`config.mk`:
```
export PLATFORM = sky130hd
export DESIGN_NAME = atsj_ser
export DESIGN_NICKNAME = d
export VERILOG_FILES = /design/src/rtl/atsj_pkg.sv /design/src/rtl/atsj_ser.sv
export SDC_FILE = /design/constraint.sdc
export NUM_CORES = 1
export LEC_CHECK = 0
export BUFFER_PORTS_ARGS = -buffer_cell sky130_fd_sc_hd__clkbuf_2
export CORE_MARGIN = 2
export CORE_UTILIZATION = 50
export DETAILED_ROUTE_END_ITERATION = 12
export PLACE_DENSITY = 0.76
export SLEW_MARGIN = 40
export SYNTH_ARGS = -nofsm -noshare
export SYNTH_HDL_FRONTEND = slang
export SYNTH_SLANG_ARGS = --single-unit
```
`constraint.sdc`:
```
create_clock -name clk_i -period 8.5 [get_ports clk_i]
set_input_delay 1.7 -clock clk_i [delete_from_list [all_inputs] [get_ports clk_i]]
set_output_delay 1.7 -clock clk_i [all_outputs]
set_load 0.02 [all_outputs]
```
`src/rtl/atsj_pkg.sv`:
```
`timescale 1ns / 1ps
package atsj_pkg;

  // Internal fixed point: signed Q2.30.
  localparam int unsigned QF        = 30;
  localparam logic [31:0] ONE_Q     = 32'h4000_0000;
  localparam logic [60:0] HALF_Q    = 61'h2000_0000;
  localparam logic [30:0] HALF_PI_Q = 31'd1686629713;
  localparam logic [29:0] OCT_HALF  = 30'h2000_0000;

  // Output field widths.
  localparam int unsigned WEIGHT_W = 17;
  localparam int unsigned DERIV_W  = 18;

  // Register reset and word sequencing.
  localparam logic [7:0] TOL_RESET = 8'd4;
  localparam logic [1:0] LAST_IDX  = 2'd3;

  // Quadrant codes of a reduced angle.
  localparam logic [1:0] QUAD_0 = 2'd0;
  localparam logic [1:0] QUAD_1 = 2'd1;
  localparam logic [1:0] QUAD_2 = 2'd2;

  // Running state of one sine/cosine series step.
  typedef struct packed {
    logic        v;
    logic [1:0]  quad;
    logic        swap;
    logic [29:0] x2;
    logic [30:0] s;
    logic [30:0] c;
    logic [30:0] ts;
    logic [30:0] tc;
  } atsj_acc_t;

  // Weights and Jacobian rows in Q2.30.
  typedef struct packed {
    logic [3:0][31:0]      w;
    logic [3:0][2:0][31:0] d;
  } atsj_res_t;

  // One input item's results at field width.
  typedef struct packed {
    logic [3:0][WEIGHT_W-1:0]      w;
    logic [3:0][2:0][DERIV_W-1:0]  d;
    logic                          bad;
  } atsj_item_t;

  // Sign-magnitude product, magnitude rounded half up at bit 30.
  function automatic logic signed [31:0] qmul(logic signed [31:0] a, logic signed [31:0] b);
    logic        neg;
    logic [30:0] ma;
    logic [30:0] mb;
    logic [61:0] p;
    logic [31:0] m;
    neg = (a < 0) != (b < 0);
    ma  = 31'(a < 0 ? -a : a);
    mb  = 31'(b < 0 ? -b : b);
    p   = 62'(ma) * 62'(mb);
    m   = 32'((p + 62'(HALF_Q)) >> QF);
    return neg ? -$signed(m) : $signed(m);
  endfunction

endpackage

```
`src/rtl/atsj_ser.sv`:
```
`timescale 1ns / 1ps
module atsj_ser import atsj_pkg::*; (
  input  logic                clk_i,
  input  logic                rst_ni,
  input  logic                valid_i,
  input  atsj_item_t          item_i,
  output logic                take_o,
  output logic                valid_o,
  input  logic                stall_i,
  output logic [1:0]          index_o,
  output logic [WEIGHT_W-1:0] weight_o,
  output logic [DERIV_W-1:0]  da_o,
  output logic [DERIV_W-1:0]  db_o,
  output logic [DERIV_W-1:0]  dc_o,
  output logic                bad_o,
  output logic                last_o
);

  logic       busy_q;
  logic [1:0] cnt_q;
  atsj_item_t item_q;
  logic       fire;
  logic       done;
  logic       load;

  // A new item loads when none is held or as the held one sends its last word.
  assign fire   = busy_q && !stall_i;
  assign done   = fire && (cnt_q == LAST_IDX);
  assign take_o = !busy_q || done;
  assign load   = valid_i && take_o;

  always_ff @(posedge clk_i or negedge rst_ni) begin
    if (!rst_ni) begin
      busy_q <= 1'b0;
      cnt_q  <= '0;
    end else if (load) begin
      busy_q <= 1'b1;
      cnt_q  <= '0;
    end else if (done) begin
      busy_q <= 1'b0;
    end else if (fire) begin
      cnt_q <= cnt_q + 2'd1;
    end
  end

  always_ff @(posedge clk_i) begin
    if (load) begin
      item_q <= item_i;
    end
  end

  // Present the row selected by the word count.
  assign valid_o  = busy_q;
  assign index_o  = cnt_q;
  assign weight_o = item_q.w[cnt_q];
  assign da_o     = item_q.d[cnt_q][0];
  assign db_o     = item_q.d[cnt_q][1];
  assign dc_o     = item_q.d[cnt_q][2];
  assign bad_o    = item_q.bad;
  assign last_o   = (cnt_q == LAST_IDX);

endmodule

```
==> impl_metrics.yaml <==
grt:
  grt-busiest-layer: "met2"
  use_met3_pct: 4.28
  met1_usage_pct: 24.1
  grt.overflow.total: 0
  grtUsageMet2_pct: 34.0
  antenna_found_initial: 0
  grt_pass1_wl_um: 32600
  grt_pass1_vias: 5929
  groute.usage.overall_pct: 19.5
  grt_max_degree: 94
critical_path:
  worstPathArrival_ns: 2.84
  ff2ff_setup_slack_ns: 4.95
  criticalPathCategory: "flop to output pin"
  endpoint_kind: "output pin"
  r2r-end: "item_q[31]"
  timing.rr.start: "index_o[0]"
  required_ns: 6.80
  path_max_fanout: 39
  critPathLaunchType: "flop"
  ff2ff_path_depth: 6
  crit_start: "index_o[0]"
  crit_end: "weight_o[16]"
sta:
  final-max-slew-violation-count: 0
  min_period_ns: 4.54
  finalHoldViolCount: 0
  worstMarginPinSlew_ns: 0.735
  fin_crit_sh_pct: 53.4
  rsz0062_at_grt: "false"
  fmax_ghz: 0.220
  timing.hold.ws_ns: 0.704
  relSlewSlack_pct: 51.0
  tns_ns: 0
  finalSetupViolCount: 0
  fin_skew_ns: 0.00775
yosys:
  yosys.area_share.xor_xnor_pct: 0
  synth-seq-area-share_pct: 82.2
  synth_top_family_by_area: "multiplexers"
  synth_enable_flop_cells: 285
  synth-main-ff-cell: "edfxtp_1"
  synth_nets: 676
  synthMuxAreaShare_pct: 15.4
  syn_inst: 386
  synthSimpleGateAreaFrac_pct: 0.274
  synthAdderAreaFrac_pct: 0.119
  synth-async-reset-ratio_pct: 1.04
  synth_area_sq_mm: 0.0105
  ys_types: 17
  synth.avg_cell_area_sq_um: 27.2
  synth_compound_area_share_pct: 0.179
  synth_warnings: 0
  synth_seq_cells: 288
place:
  io_buffers: 365
  place_hpwl_um: 15900
  gp_congestion: 0.815
routing:
  vias_per_cell: 5.22
  via_count: 5592
  drtIter0Drc: 414
  totalWireLength_um: 22400
  antenna_left: 0
  wire_per_inst_um: 20.9
  drc: 0
  firstDrtPassIters: 4
layout:
  antennaDiodeCount: 0
  area_delta_synth_final_pct: 30.1
  multiInputGateArea_sq_mm: 0.00168
  register_area_sq_mm: 0.00864
  drive_gt1_share_pct: 61.6
  fin_nets: 1064
  nFillCells: 1395
power_and_ir_drop:
  ir_drop_mv: 0.228
  p_switching_mw: 1.28
  sw_frac_of_total_pct: 28.9
  pwr-share-clk_pct: 31.5
  power.density_mw_per_mm2: 325
  internal_power_mw: 3.16
  combPwrFrac_pct: 26.5
  leakage_nw: 5.19
  seqPwrFrac_pct: 42.1
clock_tree:
  cts_root_buffer: "clkbuf_16"
  post_cts_buffers: 0
  cts_max_level: 1
  clock_latency_ns: 0.54
  post_cts_resized: 0
  cts_inserted_buffers: 30
  path_clk_slew_ns: 0.06
  cts_sinks: 288
  cts_buffer_depth: 3
  cts_tree: "yes"
  postCtsHoldBufs: 0
run:
  max-cap-violations: 0
floorplanning:
  die_height_um: 149
  die-area_sq_mm: 0.0222
  ios: 366
  num_rows: 53
  initial_core_util_pct: 50.5
  die_w_um: 149
  fp.coreArea_sq_mm: 0.0208
worst_hold_path:
  worstHoldPathType: "flop to flop"
outcome:
  status: "completed"
[power groups by stage]
stage | Combinational [mW] | Clock (mW) | Sequential, mW
detailed placement | 1.18 | 0 | 1.91
global placement | 1.10 | 0 | 1.94
floorplan | 0.923 | 0 | 1.85
global route | 1.24 | 1.48 | 1.89
CTS | 1.19 | 1.42 | 1.88
finish | 1.18 | 1.40 | 1.87
[cell families after synthesis]
family                     after synthesis
muxes                                   72
adders and majority gates                1
buffers and inverters                   17
and+or+nand+nor                          5
DFF                                    288
AOI/OAI and AO/OA                        3
[state kept, by name, summed over array words and instances, names as in the netlist]
signal,cells
bad_o,1
valid_o,1
item_q,284
index_o,2
[per-stage QoR]
step           worst slack [ns]  utilization [%]  power (mW)  cells  cell area (sq um)
3_3_place_gp               4.18             60.2        3.04   1014              12500
6_report                   3.96             65.6        4.44   1072              13700
3_5_place_dp               4.23             60.5        3.09   1017              12600
5_1_grt                    3.70             65.6        4.61   1072              13700
2_1_floorplan              2.13                -        2.77    386              10500
4_1_cts                    3.64             65.6        4.48   1072              13700
[worst min-delay path by stage]
stage / startpoint / to / cells past startpoint
after floorplan: index_o[1] / index_o[1] / 2
after global placement: valid_o / valid_o / 2
after detailed placement: valid_o / valid_o / 2
after CTS: valid_o / valid_o / 2
after global routing: valid_o / valid_o / 2
final: valid_o / valid_o / 2
[area by class of cell]
class	count	share of cell area (%)
Clock inverter	21	2.07
Multi-Input combinational cell	81	12.3
Tap cell	275	2.52
Timing Repair Buffer	372	14.1
Sequential cell	288	63.2
Clock buffer	34	5.76
Inverter	1	0.0275
[synthesized netlist by cell type, types with 2 or more instances]
cell / n / area (sq um)
buf_12: 7 / 140
buf_2: 7 / 35.0
dfrtp_1: 3 / 75.1
edfxtp_1: 285 / 8560
mux4_1: 2 / 52.6
mux4_2: 69 / 1550
nor2b_1: 2 / 12.5
o21ai_0: 2 / 10.0
[metal layers]
metal / routed length (um) / vias to the layer above / share of wire, %
met5: 0 / - / 0
met3: 1850 / 53 / 8.2
met1: 8200 / 2764 / 37
met4: 787 / 0 / 3.5
li1: - / 2456 / -
met2: 11600 / 319 / 52
[layout by cell type (no fill, tap or decap), types with 2 or more instances in the layout]
cell | Yosys | routed
dfrtp_4 | 0 | 2
o21ai_0 | 2 | 2
clkinv_2 | 0 | 6
buf_12 | 7 | 3
bufinv_16 | 0 | 7
buf_6 | 1 | 2
nor2b_1 | 2 | 2
clkbuf_2 | 0 | 365
clkinv_1 | 0 | 6
mux4_2 | 69 | 69
clkbuf_1 | 1 | 3
edfxtp_1 | 285 | 285
mux4_1 | 2 | 2
clkbuf_16 | 0 | 31
[critical path, stage by stage, from the launching register on]
cell and delay [ns]:
dfrtp_4 0.88, buf_6 0.55, mux4_1 0.63, clkbuf_2 0.17
(Power assumes the default switching activity.)
