**src/rtl/atsj_pkg.sv**
```systemverilog
`timescale 1ns / 1ps
package atsj_pkg;

  // Internal fixed point: signed Q2.30.
  localparam int unsigned QF        = 30;
  localparam logic [31:0] ONE_Q     = 32'h4000_0000;
  localparam logic [60:0] HALF_Q    = 61'h2000_0000;
  localparam logic [30:0] HALF_PI_Q = 31'd1686629713;
  localparam logic [29:0] OCT_HALF  = 30'h2000_0000;

  // Output field widths.
  localparam int unsigned WEIGHT_W = 17;
  localparam int unsigned DERIV_W  = 18;

  // Register reset and word sequencing.
  localparam logic [7:0] TOL_RESET = 8'd4;
  localparam logic [1:0] LAST_IDX  = 2'd3;

  // Quadrant codes of a reduced angle.
  localparam logic [1:0] QUAD_0 = 2'd0;
  localparam logic [1:0] QUAD_1 = 2'd1;
  localparam logic [1:0] QUAD_2 = 2'd2;

  // Running state of one sine/cosine series step.
  typedef struct packed {
    logic        v;
    logic [1:0]  quad;
    logic        swap;
    logic [29:0] x2;
    logic [30:0] s;
    logic [30:0] c;
    logic [30:0] ts;
    logic [30:0] tc;
  } atsj_acc_t;

  // Weights and Jacobian rows in Q2.30.
  typedef struct packed {
    logic [3:0][31:0]      w;
    logic [3:0][2:0][31:0] d;
  } atsj_res_t;

  // One input item's results at field width.
  typedef struct packed {
    logic [3:0][WEIGHT_W-1:0]      w;
    logic [3:0][2:0][DERIV_W-1:0]  d;
    logic                          bad;
  } atsj_item_t;

  // Sign-magnitude product, magnitude rounded half up at bit 30.
  function automatic logic signed [31:0] qmul(logic signed [31:0] a, logic signed [31:0] b);
    logic        neg;
    logic [30:0] ma;
    logic [30:0] mb;
    logic [61:0] p;
    logic [31:0] m;
    neg = (a < 0) != (b < 0);
    ma  = 31'(a < 0 ? -a : a);
    mb  = 31'(b < 0 ? -b : b);
    p   = 62'(ma) * 62'(mb);
    m   = 32'((p + 62'(HALF_Q)) >> QF);
    return neg ? -$signed(m) : $signed(m);
  endfunction

endpackage

```
**src/rtl/atsj_outconv.sv**
```systemverilog
`timescale 1ns / 1ps
module atsj_outconv import atsj_pkg::*; #(
  parameter int FRAC_BITS = 16
) (
  input  logic       clk_i,
  input  logic       rst_ni,
  input  logic       en_i,
  input  logic       valid_i,
  input  atsj_res_t  res_i,
  input  logic [7:0] tol_i,
  output logic       valid_o,
  output atsj_item_t item_o
);

  localparam int unsigned OUT_SHIFT  = QF - FRAC_BITS;
  localparam logic [31:0] ROUND_HALF = 32'((64'd1 << OUT_SHIFT) >> 1);
  localparam logic [33:0] UNIT       = 34'(64'd1 << FRAC_BITS);

  // Clamp to one and round the magnitude half up.
  function automatic logic [31:0] to_out(logic signed [31:0] v);
    logic signed [31:0] cl;
    logic [31:0]        m;
    cl = v;
    if (v > $signed(ONE_Q)) cl = $signed(ONE_Q);
    if (v < -$signed(ONE_Q)) cl = -$signed(ONE_Q);
    m = (32'(cl < 0 ? -cl : cl) + ROUND_HALF) >> OUT_SHIFT;
    return (cl < 0) ? 32'(-$signed(m)) : m;
  endfunction

  // Stage A: convert every value.
  logic                  va_q;
  logic [3:0][31:0]      wo_q;
  logic [3:0][2:0][31:0] do_q;
  for (genvar i = 0; i < 4; i++) begin : g_conv
    always_ff @(posedge clk_i) begin
      if (en_i) begin
        wo_q[i] <= to_out(res_i.w[i]);
        for (int j = 0; j < 3; j++) begin
          do_q[i][j] <= to_out(res_i.d[i][j]);
        end
      end
    end
  end

  // Stage B: sum of weights against the tolerance, zero weights, field widths.
  logic signed [33:0] sum;
  logic signed [33:0] dev;
  logic [33:0]        dev_mag;
  logic               zero_w;
  atsj_item_t         item_d;
  assign sum = $signed(34'(wo_q[0])) + $signed(34'(wo_q[1]))
             + $signed(34'(wo_q[2])) + $signed(34'(wo_q[3]));
  assign dev     = sum - $signed(UNIT);
  assign dev_mag = 34'(dev < 0 ? -dev : dev);
  assign zero_w  = (wo_q[0] == '0) || (wo_q[1] == '0) || (wo_q[2] == '0) || (wo_q[3] == '0);
  always_comb begin
    item_d.bad = zero_w || (dev_mag > 34'(tol_i));
    for (int i = 0; i < 4; i++) begin
      item_d.w[i] = wo_q[i][WEIGHT_W-1:0];
      for (int j = 0; j < 3; j++) begin
        item_d.d[i][j] = do_q[i][j][DERIV_W-1:0];
      end
    end
  end

  logic       vb_q;
  atsj_item_t item_q;
  always_ff @(posedge clk_i) begin
    if (en_i) begin
      item_q <= item_d;
    end
  end
  always_ff @(posedge clk_i or negedge rst_ni) begin
    if (!rst_ni) begin
      va_q <= 1'b0;
      vb_q <= 1'b0;
    end else if (en_i) begin
      va_q <= valid_i;
      vb_q <= va_q;
    end
  end

  assign valid_o = vb_q;
  assign item_o  = item_q;

endmodule

```
**config.mk**
```make
export PLATFORM = sky130hd
export DESIGN_NAME = atsj_outconv
export DESIGN_NICKNAME = d
export VERILOG_FILES = /design/src/rtl/atsj_pkg.sv /design/src/rtl/atsj_outconv.sv
export SDC_FILE = /design/constraint.sdc
export NUM_CORES = 2
export LEC_CHECK = 0
export ABC_AREA = 1
export BUFFER_PORTS_ARGS = -buffer_cell sky130_fd_sc_hd__buf_4
export CAP_MARGIN = 40
export CORE_AREA = 2 2 313 315
export CTS_CLUSTER_SIZE = 20
export DETAILED_ROUTE_END_ITERATION = 6
export DIE_AREA = 0 0 315 317
export PLACE_DENSITY_LB_ADDON = 0.12
export SLEW_MARGIN = 20
export SYNTH_ARGS = -nofsm -noshare
export SYNTH_HDL_FRONTEND = slang
export SYNTH_SLANG_ARGS = --single-unit
```
**constraint.sdc**
```tcl
create_clock -name clk_i -period 6.5 [get_ports clk_i]
set_input_delay 0.65 -clock clk_i [delete_from_list [all_inputs] [get_ports clk_i]]
set_output_delay 0.65 -clock clk_i [all_outputs]
set_load 0.02 [all_outputs]
```
==> run metrics <==
total vias in the final route 53027; Pwr Density 283 nW/um2; Max-slew headroom 37.1%; final WL 163000 um; CTS tree yes; Fin Setup TNS 0 ns; total track usage 31.9%; PortBufs 809; count of nets after finishing 9319; Netlist cell types 62; Max Freq between 0.15 and 0.2 GHz; clock sinks 631; Die Wd 315 um; Die Ht 317 um; crit path launch wo_q[54]; Mapped Area 53200 um2; post-DP HPWL 134000 um; setup violators final 0; min-delay worst type input pin to flip-flop; Critical Path AT 6.25 ns; mux contribution to synthesized area 0%; adder-cell share of the synthesized area 4.88%; fillcell total roughly 8700; largest family of logic cells by synthesized area simple AND/OR/NAND/NOR gates; H-tree levels 3; EDFF count, synth 629; post-route ant nets 0; VDD IR max 0.230 mV; element type at the critical path start flip-flop; Worst Path Required between 6 and 7 ns; largest net degree at the start of global routing 172; Slew @ Worst Pin roughly 0.94 ns; setup clock skew after layout just over 0.02 ns; P&R area growth vs syn 18.4%; Min Hold Slack 0.254 ns; first-pass GRT wire length 253000 um; Mapped Cells 7860; slowest CP cell fa_1; routability cong. 1.00; Synth Register Bits 631; max_cap viols 0; max-slew violations 0; Yosys Warn Count 0; row cnt 114; total power 17.8 mW; vias in the first global route just under 50000; crit-path max FO 11; reg-to-reg endpoint item_o[0]; Tcrit/Tclk final 90.5%; outcome completed; initial DRC count 4669; Synth Area in Compound Gates 6.50%; Tmin final 5.88 ns; simple-gate share of the synthesized area 38.4%; slowest cell delay on critical path 0.51 ns; Clock Tree Buf Depth 3; CTS root buf clkbuf_16; XOR/XNOR share of the synthesized area 3.87%; core footprint 96300 um2; # DRC 0; FF-to-FF setup slack 0.62 ns; reg2reg path depth 32; global route overflow 0; asr flop ratio synth 0.317%; crit path capture type flip-flop; Worst-Skew Late Latency 0.63 ns; initial antenna violation count 29; via density per instance roughly 5.3; I/O Pins 810; area share of the largest cell type after synthesis a little over a third; Yosys top cell by area edfxtp_1; largest cells by area after synthesis edfxtp_1 36%, nand2_1 17%, inv_1 9.4%; Critical Path End item_o[0]; layout cells sized above 1 12.9%; Seq/Total Area, Yosys approximately 36%; Post-Syn Area per Cell 6.77 um2; setup repair after global routing missed its margin false; Final Hold Fails 0; clk slew on worst S/H paths 0.06 ns; Initial Utilization 55.3%; Avg WL per Cell between 15 and 20 um; predominant post-synthesis flop cell edfxtp_1; Reg-to-Reg Start wo_q[54]; Worst path most repeated cell inv_1; die area 99900 um2; TritonCTS Buffers between 70 and 80; Pre-Repair DR Iteration Count 6; Mapped Nets around 8600; crit path kind flip-flop to flip-flop; Leak between 30 and 40 nW
[how the worst min path moves through the flow]
| stage | from | end | slack [ns] | depth (start not counted) |
|---|---|---|---|---|
| global placement | do_q[3] | item_o[4] | 0.40 | 0 |
| floorplan | rst_ni | va_q | 0.35 | 0 |
| finish | valid_i | va_q | 0.25 | 3 |
| global route | valid_i | va_q | 0.27 | 3 |
| detailed placement | do_q[230] | item_o[133] | 0.40 | 0 |
| CTS | valid_i | va_q | 0.23 | 3 |
[worst max-delay path, delay by kind of cell, from the launching register on]
family                   cells  cell delay [ns]
AO/OA/AOI/OAI                7             1.42
adder cells (fa/ha/maj)      5             1.93
XOR/XNOR                     1             0.14
buffers and inverters        8             0.53
flip-flops                   1             0.34
AND/OR/NAND/NOR             11             1.22
[cell usage in the layout, fill, tap and decap left out, types with 64 or more instances in the layout]
| cell type | synthesis | routed |
|---|---|---|
| ha_1 | 105 | 105 |
| a21oi_1 | 85 | 85 |
| o21ai_0 | 212 | 212 |
| nor2_1 | 1027 | 1027 |
| clkbuf_16 | 0 | 75 |
| xnor2_1 | 76 | 76 |
| xor2_1 | 159 | 159 |
| inv_1 | 1327 | 1327 |
| nand4_1 | 210 | 210 |
| nand3b_1 | 117 | 117 |
| buf_4 | 12 | 820 |
| nand2_1 | 2465 | 2464 |
| nand3_1 | 710 | 710 |
| nor3_1 | 91 | 91 |
| edfxtp_1 | 629 | 629 |
| fa_1 | 64 | 64 |
| o211ai_1 | 71 | 71 |
[power by group]
| group | total [mW] | internal, mW | leakage, nW | switching [mW] |
|---|---|---|---|---|
| clock | 4.21 | 2.50 | 1.19 | 1.71 |
| sequential | 5.39 | 5.12 | 6.18 | 0.266 |
| combinational | 8.23 | 2.86 | 24.6 | 5.37 |
[sequential cells by signal, indices dropped and copies added, names as in the netlist]
name / cells
item_d: 68
wo_q: 60
valid_o: 1
va_q: 1
item_o: 285
do_q: 216
[through the flow]
stage	area [um2]	worst slack, ns	instances	utilization (%)
3_5_place_dp	60400	0.531	9824	62.7
3_3_place_gp	60300	0.638	9816	62.7
2_1_floorplan	53200	0.817	7860	-
6_report	63000	0.617	9988	65.4
4_1_cts	62900	0.485	9955	65.3
5_1_grt	63000	0.105	9979	65.4
[cells in the mapped netlist, drive strengths merged, types with 2 or more instances]
master     n
edfxtp   629
nand3b   117
clkbuf    58
o41ai     13
o221ai     2
xor2     159
nand4    210
o21bai    48
a21oi     85
fa        64
a31oi     15
nor3b      4
buf       82
or2       24
nand3    714
a21o      10
nor2    1095
nor3      95
o21a       4
o211a      3
nand2   2484
nor4      27
inv     1350
ha       105
o31ai     17
o21ai    273
and2       7
o211ai    73
xnor2     76
o311ai     2
a21boi     3
dfrtp      2
[repair_timing]
item | in CTS | in global routing
hold endpoints to repair | 2 | 0
hold buffers | 1 | 0
setup endpoints to repair | 0 | 1
buffers inserted | 0 | 0
gates resized for setup | 0 | 1
[final cells by class]
| type | count | area [um2] | area share, % |
|---|---|---|---|
| timing repair buffer | 833 | 6310 | 10.0 |
| inverter | 1351 | 5070 | 8.05 |
| tap | 1276 | 1600 | 2.54 |
| antenna | 29 | 72.6 | 0.115 |
| clock inverter | 46 | 533 | 0.846 |
| multi-input combinational | 5738 | 28500 | 45.3 |
| sequential | 631 | 18900 | 30.1 |
| clock buffer | 84 | 1910 | 3.03 |
[kinds of logic (layout without fill, tap and decap cells)]
family / Yosys count / in the layout
buffers and inverters: 1491 / 2314
AND/OR/NAND/NOR: 4780 / 4780
XOR/XNOR: 235 / 235
other: 0 / 29
AO/OA/AOI/OAI: 554 / 554
flip-flops: 631 / 631
adder cells (fa/ha/maj): 169 / 169
[per-layer routing]
| metal | GRT usage (%) | vias up | part of all wire, % |
|---|---|---|---|
| met5 | 0 | - | 0.026 |
| met4 | 14.9 | 8 | 4.4 |
| met3 | 4.72 | 320 | 7.4 |
| met2 | 54.3 | 1781 | 48 |
| met1 | 40.0 | 24148 | 40 |
| li1 | - | 26770 | - |
Note: power is estimated with default switching activity, not from simulation.
